`src/sv/cmap_pkg.sv`:
```
package cmap_pkg;

    // Width of the gain register and its value after reset.
    localparam int SCALE_BITS = 24;
    localparam logic [SCALE_BITS-1:0] SCALE_RESET = 24'd4097;

    // A product at or above 2^27 is a position of 8.0 or more.
    localparam int OVER_BIT = SCALE_BITS + 3;

    // Palette geometry.
    localparam int PALETTE_SIZE = 9;
    localparam int CHANNELS     = 3;
    localparam int COLOR_BITS   = 8;
    localparam int SEL_BITS     = 4;
    localparam int IDX_BITS     = 3;

    localparam logic [SEL_BITS-1:0] SEL_FIRST = 4'd0;
    localparam logic [SEL_BITS-1:0] SEL_LAST  = 4'd8;

    localparam int CH_RED   = 0;
    localparam int CH_GREEN = 1;
    localparam int CH_BLUE  = 2;

    localparam logic [COLOR_BITS-1:0] PALETTE [PALETTE_SIZE][CHANNELS] = '{
        '{8'd0,   8'd0,   8'd0},
        '{8'd38,  8'd38,  8'd128},
        '{8'd76,  8'd38,  8'd191},
        '{8'd153, 8'd51,  8'd128},
        '{8'd255, 8'd64,  8'd38},
        '{8'd230, 8'd128, 8'd0},
        '{8'd230, 8'd191, 8'd26},
        '{8'd230, 8'd230, 8'd128},
        '{8'd255, 8'd255, 8'd255}
    };

    // Status carried alongside the position from the multiply stage.
    typedef struct packed {
        logic neg;
        logic over;
    } cmap_flags_t;

endpackage

```
`src/sv/cmap_mul.sv`:
```
module cmap_mul #(
    parameter int SAMPLE_BITS = 16,
    parameter int FRAC_BITS   = 8
) (
    input  logic                                 aclk,
    input  logic                                 aresetn,
    input  logic                                 in_valid,
    output logic                                 in_ready,
    input  logic signed [SAMPLE_BITS-1:0]        sample,
    input  logic [cmap_pkg::SCALE_BITS-1:0]      scale,
    output logic                                 out_valid,
    input  logic                                 out_ready,
    output cmap_pkg::cmap_flags_t                out_flags,
    output logic [FRAC_BITS+2:0]                 out_pos
);

    localparam int MAG_BITS  = SAMPLE_BITS - 1;
    localparam int PROD_BITS = MAG_BITS + cmap_pkg::SCALE_BITS;
    localparam int POS_LSB   = cmap_pkg::SCALE_BITS - FRAC_BITS;

    // Stage one: registered sample split into sign and magnitude.
    logic                 v1_reg;
    logic                 neg1_reg;
    logic [MAG_BITS-1:0]  mag1_reg;

    // Stage two: product reduced to flags and position.
    logic                  v2_reg;
    cmap_pkg::cmap_flags_t flags2_reg;
    cmap_pkg::cmap_flags_t flags2_next;
    logic [FRAC_BITS+2:0]  pos2_reg;
    logic [FRAC_BITS+2:0]  pos2_next;

    logic                 ready1;
    logic                 ready2;
    logic [PROD_BITS-1:0] prod;

    assign ready2   = !v2_reg || out_ready;
    assign ready1   = !v1_reg || ready2;
    assign in_ready = ready1;

    assign prod = {{cmap_pkg::SCALE_BITS{1'b0}}, mag1_reg}
                * {{MAG_BITS{1'b0}}, scale};

    always_comb begin
        flags2_next.neg  = neg1_reg;
        flags2_next.over = !neg1_reg && (|prod[PROD_BITS-1:cmap_pkg::OVER_BIT]);
        pos2_next        = prod[cmap_pkg::OVER_BIT-1:POS_LSB];
    end

    always_ff @(posedge aclk) begin
        if (!aresetn) begin
            v1_reg <= 1'b0;
            v2_reg <= 1'b0;
        end else begin
            if (ready1) begin
                v1_reg <= in_valid;
            end
            if (ready2) begin
                v2_reg <= v1_reg;
            end
        end
    end

    always_ff @(posedge aclk) begin
        if (ready1 && in_valid) begin
            neg1_reg <= sample[SAMPLE_BITS-1];
            mag1_reg <= sample[MAG_BITS-1:0];
        end
        if (ready2 && v1_reg) begin
            flags2_reg <= flags2_next;
            pos2_reg   <= pos2_next;
        end
    end

    assign out_valid = v2_reg;
    assign out_flags = flags2_reg;
    assign out_pos   = pos2_reg;

`ifndef ASSERT_OFF
    // A negative sample never reports overflow as well.
    a_flags_exclusive: assert property (@(posedge aclk) disable iff (!aresetn)
        v2_reg |-> !(flags2_reg.neg && flags2_reg.over))
        else $error("negative and overflow flags set together");

    // A stalled second stage keeps its item.
    a_stage2_hold: assert property (@(posedge aclk) disable iff (!aresetn)
        (v2_reg && !out_ready) |=> (v2_reg && $stable(pos2_reg) && $stable(flags2_reg)))
        else $error("second stage item lost under stall");
`endif

endmodule

```
`src/sv/cmap_blend.sv`:
```
module cmap_blend #(
    parameter int FRAC_BITS = 8
) (
    input  logic                                 aclk,
    input  logic                                 aresetn,
    input  logic                                 in_valid,
    output logic                                 in_ready,
    input  cmap_pkg::cmap_flags_t                in_flags,
    input  logic [FRAC_BITS+2:0]                 in_pos,
    output logic                                 out_valid,
    input  logic                                 out_ready,
    output logic [cmap_pkg::COLOR_BITS-1:0]      out_red,
    output logic [cmap_pkg::COLOR_BITS-1:0]      out_green,
    output logic [cmap_pkg::COLOR_BITS-1:0]      out_blue,
    output logic                                 out_clipped
);

    localparam int ACC_BITS = FRAC_BITS + 10;

    logic [cmap_pkg::IDX_BITS-1:0] idx;
    logic [FRAC_BITS-1:0]          frac;
    logic [cmap_pkg::SEL_BITS-1:0] lo_sel;
    logic [cmap_pkg::SEL_BITS-1:0] hi_sel;
    logic [cmap_pkg::COLOR_BITS-1:0] chan [cmap_pkg::CHANNELS];
    logic [cmap_pkg::COLOR_BITS-1:0] color_next [cmap_pkg::CHANNELS];

    logic                            valid_reg;
    logic [cmap_pkg::COLOR_BITS-1:0] red_reg;
    logic [cmap_pkg::COLOR_BITS-1:0] green_reg;
    logic [cmap_pkg::COLOR_BITS-1:0] blue_reg;
    logic                            clipped_reg;
    logic                            clipped_next;

    assign idx    = in_pos[FRAC_BITS+2:FRAC_BITS];
    assign frac   = in_pos[FRAC_BITS-1:0];
    assign lo_sel = {1'b0, idx};
    assign hi_sel = lo_sel + 4'd1;

    for (genvar ch = 0; ch < cmap_pkg::CHANNELS; ch++) begin : g_chan
        logic [cmap_pkg::COLOR_BITS-1:0] lo;
        logic [cmap_pkg::COLOR_BITS-1:0] hi;
        logic signed [ACC_BITS-1:0]      diff;
        logic signed [ACC_BITS-1:0]      weight;
        logic signed [ACC_BITS-1:0]      acc;

        assign lo     = cmap_pkg::PALETTE[lo_sel][ch];
        assign hi     = cmap_pkg::PALETTE[hi_sel][ch];
        assign diff   = $signed({{(ACC_BITS-cmap_pkg::COLOR_BITS){1'b0}}, hi})
                      - $signed({{(ACC_BITS-cmap_pkg::COLOR_BITS){1'b0}}, lo});
        assign weight = $signed({{(ACC_BITS-FRAC_BITS){1'b0}}, frac});
        // The sum never goes negative since the fraction is below one.
        assign acc    = $signed({2'b00, lo, {FRAC_BITS{1'b0}}}) + diff * weight;
        assign chan[ch] = acc[FRAC_BITS+cmap_pkg::COLOR_BITS-1:FRAC_BITS];

        always_comb begin
            if (in_flags.neg) begin
                color_next[ch] = cmap_pkg::PALETTE[cmap_pkg::SEL_FIRST][ch];
            end else if (in_flags.over) begin
                color_next[ch] = cmap_pkg::PALETTE[cmap_pkg::SEL_LAST][ch];
            end else begin
                color_next[ch] = chan[ch];
            end
        end
    end

    assign clipped_next = in_flags.neg || in_flags.over;
    assign in_ready     = !valid_reg || out_ready;

    always_ff @(posedge aclk) begin
        if (!aresetn) begin
            valid_reg <= 1'b0;
        end else if (in_ready) begin
            valid_reg <= in_valid;
        end
    end

    always_ff @(posedge aclk) begin
        if (in_ready && in_valid) begin
            red_reg     <= color_next[cmap_pkg::CH_RED];
            green_reg   <= color_next[cmap_pkg::CH_GREEN];
            blue_reg    <= color_next[cmap_pkg::CH_BLUE];
            clipped_reg <= clipped_next;
        end
    end

    assign out_valid   = valid_reg;
    assign out_red     = red_reg;
    assign out_green   = green_reg;
    assign out_blue    = blue_reg;
    assign out_clipped = clipped_reg;

`ifndef ASSERT_OFF
    // An item taken from the multiply stage shows up at the output next cycle.
    a_load_shows: assert property (@(posedge aclk) disable iff (!aresetn)
        (in_valid && in_ready) |=> valid_reg)
        else $error("accepted item did not reach the output register");
`endif

endmodule

```
`src/sv/scalar_to_rgb_colormap_core.sv`:
```
// Channel   | Ports                                        | Direction
// ----------+----------------------------------------------+----------
// input     | s_valid, s_ready, s_sample                   | in
// result    | m_valid, m_ready, m_red, m_green, m_blue,    | out
//           | m_clipped                                    |
// config    | cfg_we, cfg_wdata (gain register)            | in
//
// One item enters per clock unless a full pipeline is stalled by m_ready. An item
// is loaded into the input register at the edge that accepts it, then moves on
// to the multiply register and then the output register, from which it is
// offered on the result channel.
// Reset is synchronous and active low; it empties the pipeline and loads
// the gain register with its default of 4097.
// Each stage holds its item while the stage after it is full and stalled,
// so a bubble anywhere lets a new item in even while the output waits.
module scalar_to_rgb_colormap_core #(
    parameter int SAMPLE_BITS = 16,
    parameter int FRAC_BITS   = 8
) (
    input  logic                                 aclk,
    input  logic                                 aresetn,

    input  logic                                 cfg_we,
    input  logic [cmap_pkg::SCALE_BITS-1:0]      cfg_wdata,

    input  logic                                 s_valid,
    output logic                                 s_ready,
    input  logic signed [SAMPLE_BITS-1:0]        s_sample,

    output logic                                 m_valid,
    input  logic                                 m_ready,
    output logic [cmap_pkg::COLOR_BITS-1:0]      m_red,
    output logic [cmap_pkg::COLOR_BITS-1:0]      m_green,
    output logic [cmap_pkg::COLOR_BITS-1:0]      m_blue,
    output logic                                 m_clipped
);

    // The gain is 2^27 divided by the full-scale sample, so the product of
    // sample and gain crosses 2^27 exactly at palette position 8.0.
    logic [cmap_pkg::SCALE_BITS-1:0] scale_reg;

    // Link between the multiply pipeline and the blend stage.
    logic                  mul_valid;
    logic                  mul_ready;
    cmap_pkg::cmap_flags_t mul_flags;
    logic [FRAC_BITS+2:0]  mul_pos;

    // The gain is to be rewritten only while the pipeline is empty; the user must
    // ensure it (the block does not), so no item ever sees two different values.
    always_ff @(posedge aclk) begin
        if (!aresetn) begin
            scale_reg <= cmap_pkg::SCALE_RESET;
        end else if (cfg_we) begin
            scale_reg <= cfg_wdata;
        end
    end

    // First two stages: capture the sample, then form the fixed-point
    // position (three integer bits, FRAC_BITS fraction bits) together with
    // the negative and overflow flags.
    cmap_mul #(
        .SAMPLE_BITS (SAMPLE_BITS),
        .FRAC_BITS   (FRAC_BITS)
    ) u_mul (
        .aclk      (aclk),
        .aresetn   (aresetn),
        .in_valid  (s_valid),
        .in_ready  (s_ready),
        .sample    (s_sample),
        .scale     (scale_reg),
        .out_valid (mul_valid),
        .out_ready (mul_ready),
        .out_flags (mul_flags),
        .out_pos   (mul_pos)
    );

    // Last stage: palette lookup of the two neighboring colors, linear blend
    // by the fraction, and substitution of the end colors for clipped items.
    cmap_blend #(
        .FRAC_BITS (FRAC_BITS)
    ) u_blend (
        .aclk        (aclk),
        .aresetn     (aresetn),
        .in_valid    (mul_valid),
        .in_ready    (mul_ready),
        .in_flags    (mul_flags),
        .in_pos      (mul_pos),
        .out_valid   (m_valid),
        .out_ready   (m_ready),
        .out_red     (m_red),
        .out_green   (m_green),
        .out_blue    (m_blue),
        .out_clipped (m_clipped)
    );

endmodule

```
`config.mk`:
```
export PLATFORM = sky130hd
export DESIGN_NAME = scalar_to_rgb_colormap_core
export DESIGN_NICKNAME = d
export VERILOG_FILES = /design/src/sv/cmap_pkg.sv /design/src/sv/cmap_mul.sv /design/src/sv/cmap_blend.sv /design/src/sv/scalar_to_rgb_colormap_core.sv
export SDC_FILE = /design/constraint.sdc
export NUM_CORES = 1
export LEC_CHECK = 0
export ABC_CLOCK_PERIOD_IN_PS = 7700
export BUFFER_PORTS_ARGS = -buffer_cell sky130_fd_sc_hd__buf_4
export CAP_MARGIN = 20
export CORE_MARGIN = 8
export CORE_UTILIZATION = 55
export CTS_CLUSTER_DIAMETER = 80
export DETAILED_ROUTE_END_ITERATION = 10
export GPL_TIMING_DRIVEN = 0
export PLACE_DENSITY = 0.78
export SLEW_MARGIN = 20
export SYNTH_ARGS = -nofsm -noshare
export SYNTH_HDL_FRONTEND = slang
export SYNTH_SLANG_ARGS = --single-unit
```
`constraint.sdc`:
```
create_clock -name aclk -period 7.7 [get_ports aclk]
set_input_delay 0.385 -clock aclk [delete_from_list [all_inputs] [get_ports aclk]]
set_output_delay 0.385 -clock aclk [all_outputs]
set_load 0.02 [all_outputs]
```
==> insert_results.sql <==
INSERT INTO impl_metrics (metric_group, metric, value, unit) VALUES
('run', 'max_cap_viol', '0', ''),
('clock_network', 'cts.sinks', '81', ''),
('worst_setup_path', 'critPathLaunchType', 'register', ''),
('synthesis', 'area_of_the_mapped_netlist', '0.0227', 'mm2'),
('synthesis', 'yosysWarningCount', '0', ''),
('detailed_routing', 'drt_drc_violations_left', '0', ''),
('cells_and_area', 'flip_flop_count_of_the_largest_register_all_copies_and_words_added', '24', ''),
('cells_and_area', 'antenna-diode-count', '0', ''),
('detailed_routing', 'drt.antenna.violating_nets', '0', ''),
('worst_setup_path', 'timing.setup.critical_path_class', 'register to register', ''),
('sta', 'finalHoldViolCount', '0', ''),
('sta', 'finalClockSkew', '13.4', 'ps'),
('sta', 'finalMaxSlewViolations', '0', ''),
('worst_setup_path', 'worstSetupEndpointType', 'register', ''),
('synthesis', 'synth-main-ff-cell', 'edfxtp_1', ''),
('worst_setup_path', 'r2r-end', 'u_blend.out_red[7]', ''),
('sta', 'relSlewSlack', '44.6', '%'),
('synthesis', 'synth_enable_flop_cells', '54', ''),
('synthesis', 'synth_compound_gate_area_share', '5.10', '%'),
('clock_network', 'clock_tree.root_cell', 'clkbuf_16', ''),
('detailed_routing', 'drt-wirelength-per-cell', '18.4', 'um'),
('worst_setup_path', 'timing.reg2reg.setup_slack', '340', 'ps'),
('worst_setup_path', 'crit_path_max_fanout', '10', ''),
('synthesis', 'postSynthNetCount', '3175', ''),
('clock_network', 'clk_transition_reported_paths', '70', 'ps'),
('min_path', 'hold-path-cell-count', '1', ''),
('grt', 'global_route_wire_length_before_repair', '93.8', 'mm'),
('floorplanning', 'die_height', '219', 'um'),
('grt', 'globalRouteOverflowTotal', '0', ''),
('clock_network', 'cts_inserted_buffers', '9', ''),
('placement', 'gpl.final_weighted_congestion', '0.943', ''),
('synthesis', 'yosys.area_share.adder', '53.0', '%'),
('synthesis', 'post_synth_xor_area_fraction', '3.09', '%'),
('floorplanning', 'fp.dieArea', '0.0480', 'mm2'),
('status', 'run_status', 'finished clean', ''),
('grt', 'grt_pass1_vias', '18300', ''),
('synthesis', 'postSynthRegisterBits', '81', ''),
('cells_and_area', 'highest_count_cells_in_the_layout_ignoring_fill_and_taps', 'inv_1, fa_1, and2_1', ''),
('synthesis', 'postSynthAreaPerCell', '9.25', 'um2'),
('grt', 'globalRouteTotalUtil', '24.8', '%'),
('worst_setup_path', 'worst_ep_arrival_time', '7460', 'ps'),
('floorplanning', 'rows', '74', ''),
('detailed_routing', 'drt_pre_antenna_iters', '5', ''),
('worst_setup_path', 'worst_r2r_path_depth', '27', ''),
('clock_network', 'clock_tree.htree_level_count', '3', ''),
('sta', 'final.hold.worst_slack', '159', 'ps'),
('floorplanning', 'core_area', '0.0407', 'mm2'),
('clock_network', 'clk_path_buf_depth', '2', ''),
('floorplanning', 'initial_core_util', '55.6', '%'),
('detailed_routing', 'route.detailed.vias_per_inst', '5.42', ''),
('min_path', 'worst_hold_path.endpoint', 'u_mul.mag1_reg[11]', ''),
('synthesis', 'seq_area_frac_synth', '9.54', '%'),
('placement', 'place.port_buffers', '70', ''),
('sta', 'layout_min_cycle_time', '7360', 'ps'),
('sta', 'finalCritPeriodShare', '95.5', '%'),
('cells_and_area', 'final_common_cell', 'inv_1', ''),
('sta', 'unrepaired_setup_endpoints_after_global_routing', 'no', ''),
('grt', 'number_of_antenna_violations_at_the_first_check_in_global_routing', '1', ''),
('cells_and_area', 'area.sequential', '0.00216', 'mm2'),
('floorplanning', 'pin_count', '72', ''),
('synthesis', 'synth_cell_type_count', '63', ''),
('cells_and_area', 'post-route-util', '60.3', '%'),
('synthesis', 'asyncSetResetFlopFracSynth', '0', '%'),
('grt', 'largest_net_degree_at_the_start_of_global_routing', '18', ''),
('worst_setup_path', 'timing.critical_path.required', '7800', 'ps'),
('sta', 'clock.fmax', '0.136', 'GHz'),
('cells_and_area', 'design.final.nets', '3276', ''),
('sta', 'setup_viol_count_final', '0', ''),
('worst_setup_path', 'cp_slowest_stage_delay', '540', 'ps'),
('cells_and_area', 'proportion_of_layout_cells_with_a_drive_suffix_above_1', '6.73', '%'),
('clock_network', 'clkLatencyLatePin', '400', 'ps');
## worst max-delay path, delay by kind of cell, from the launching register on
| family | cells | cell delay (ps) |
|---|---|---|
| compound gates | 8 | 1690 |
| xor+xnor | 1 | 160 |
| fa+ha+maj | 8 | 3420 |
| buf+inv | 7 | 780 |
| flops | 1 | 350 |
| simple gates | 3 | 660 |
## synthesized netlist by cell type, types with 26 or more instances
library cell  number  area (um2)
a21oi_1           69         345
and2_1           299        1870
clkbuf_1          91         342
dfxtp_1           27         541
edfxtp_1          54        1620
fa_1             467        9350
ha_1             213        2670
inv_1            539        2020
mux2i_1           27         270
nand2_1          262         983
nor2_1            59         221
nor2b_1           64         400
o21ai_0           39         195
xnor2_1           54         473
xor2_1            26         228
## logic make-up after synthesis
family / after synthesis
flip-flops: 81
adder cells (fa/ha/maj): 680
XOR/XNOR: 80
buffers and inverters: 639
AND/OR/NAND/NOR: 761
multiplexers: 28
AO/OA/AOI/OAI: 181
## how the worst max path moves through the flow
stage / cells past startpoint / startpoint / to
6_report: 27 / u_mul.out_pos[9] / u_blend.out_red[7]
5_1_grt: 32 / u_mul.out_pos[9] / u_blend.out_red[7]
4_1_cts: 33 / u_mul.out_pos[9] / u_blend.out_red[7]
3_5_place_dp: 31 / u_mul.out_pos[9] / u_blend.out_red[7]
3_3_place_gp: 31 / u_mul.out_pos[9] / u_blend.out_red[7]
2_1_floorplan: 29 / u_mul.out_pos[9] / u_blend.out_red[7]
## cell type report
cell class | count | share of cell area [%]
Clock inverter | 7 | 0.204
Inverter | 541 | 8.30
Buffer | 96 | 1.56
Tap cell | 532 | 2.71
Clock buffer | 9 | 0.917
Multi-Input combinational cell | 1730 | 74.5
Timing Repair Buffer | 92 | 2.99
Sequential cell | 81 | 8.80
## per-stage QoR
step                TNS, ps  cells  worst slack (ps)  instance area, um2
global route              0   3088              19.9               24600
finish                    0   3088               343               24600
detailed placement    -5800   3055              -889               23900
global placement      -4470   3052              -859               23900
CTS                   -58.1   3075             -58.1               24300
floorplan                 0   2450               602               22700
## timing repair
action / CTS / global route
pin swaps: 1 / 18
cloned: 0 / 0
buffers inserted: 4 / 15
setup endpoints to repair: 19 / 17
hold endpoints to repair: 0 / 0
gates resized for setup: 17 / 37
## layer usage
layer / vias up / global-route usage (%) / part of all wire (%)
met5: - / 0 / 0.023
met4: 2 / 11.2 / 4.9
met3: 162 / 4.20 / 6.8
met2: 634 / 42.9 / 49
met1: 8374 / 30.1 / 39
li1: 7568 / - / -
Power is not shown: default switching activity piles up to over one toggle a cycle in this logic, so the estimate is an artifact.
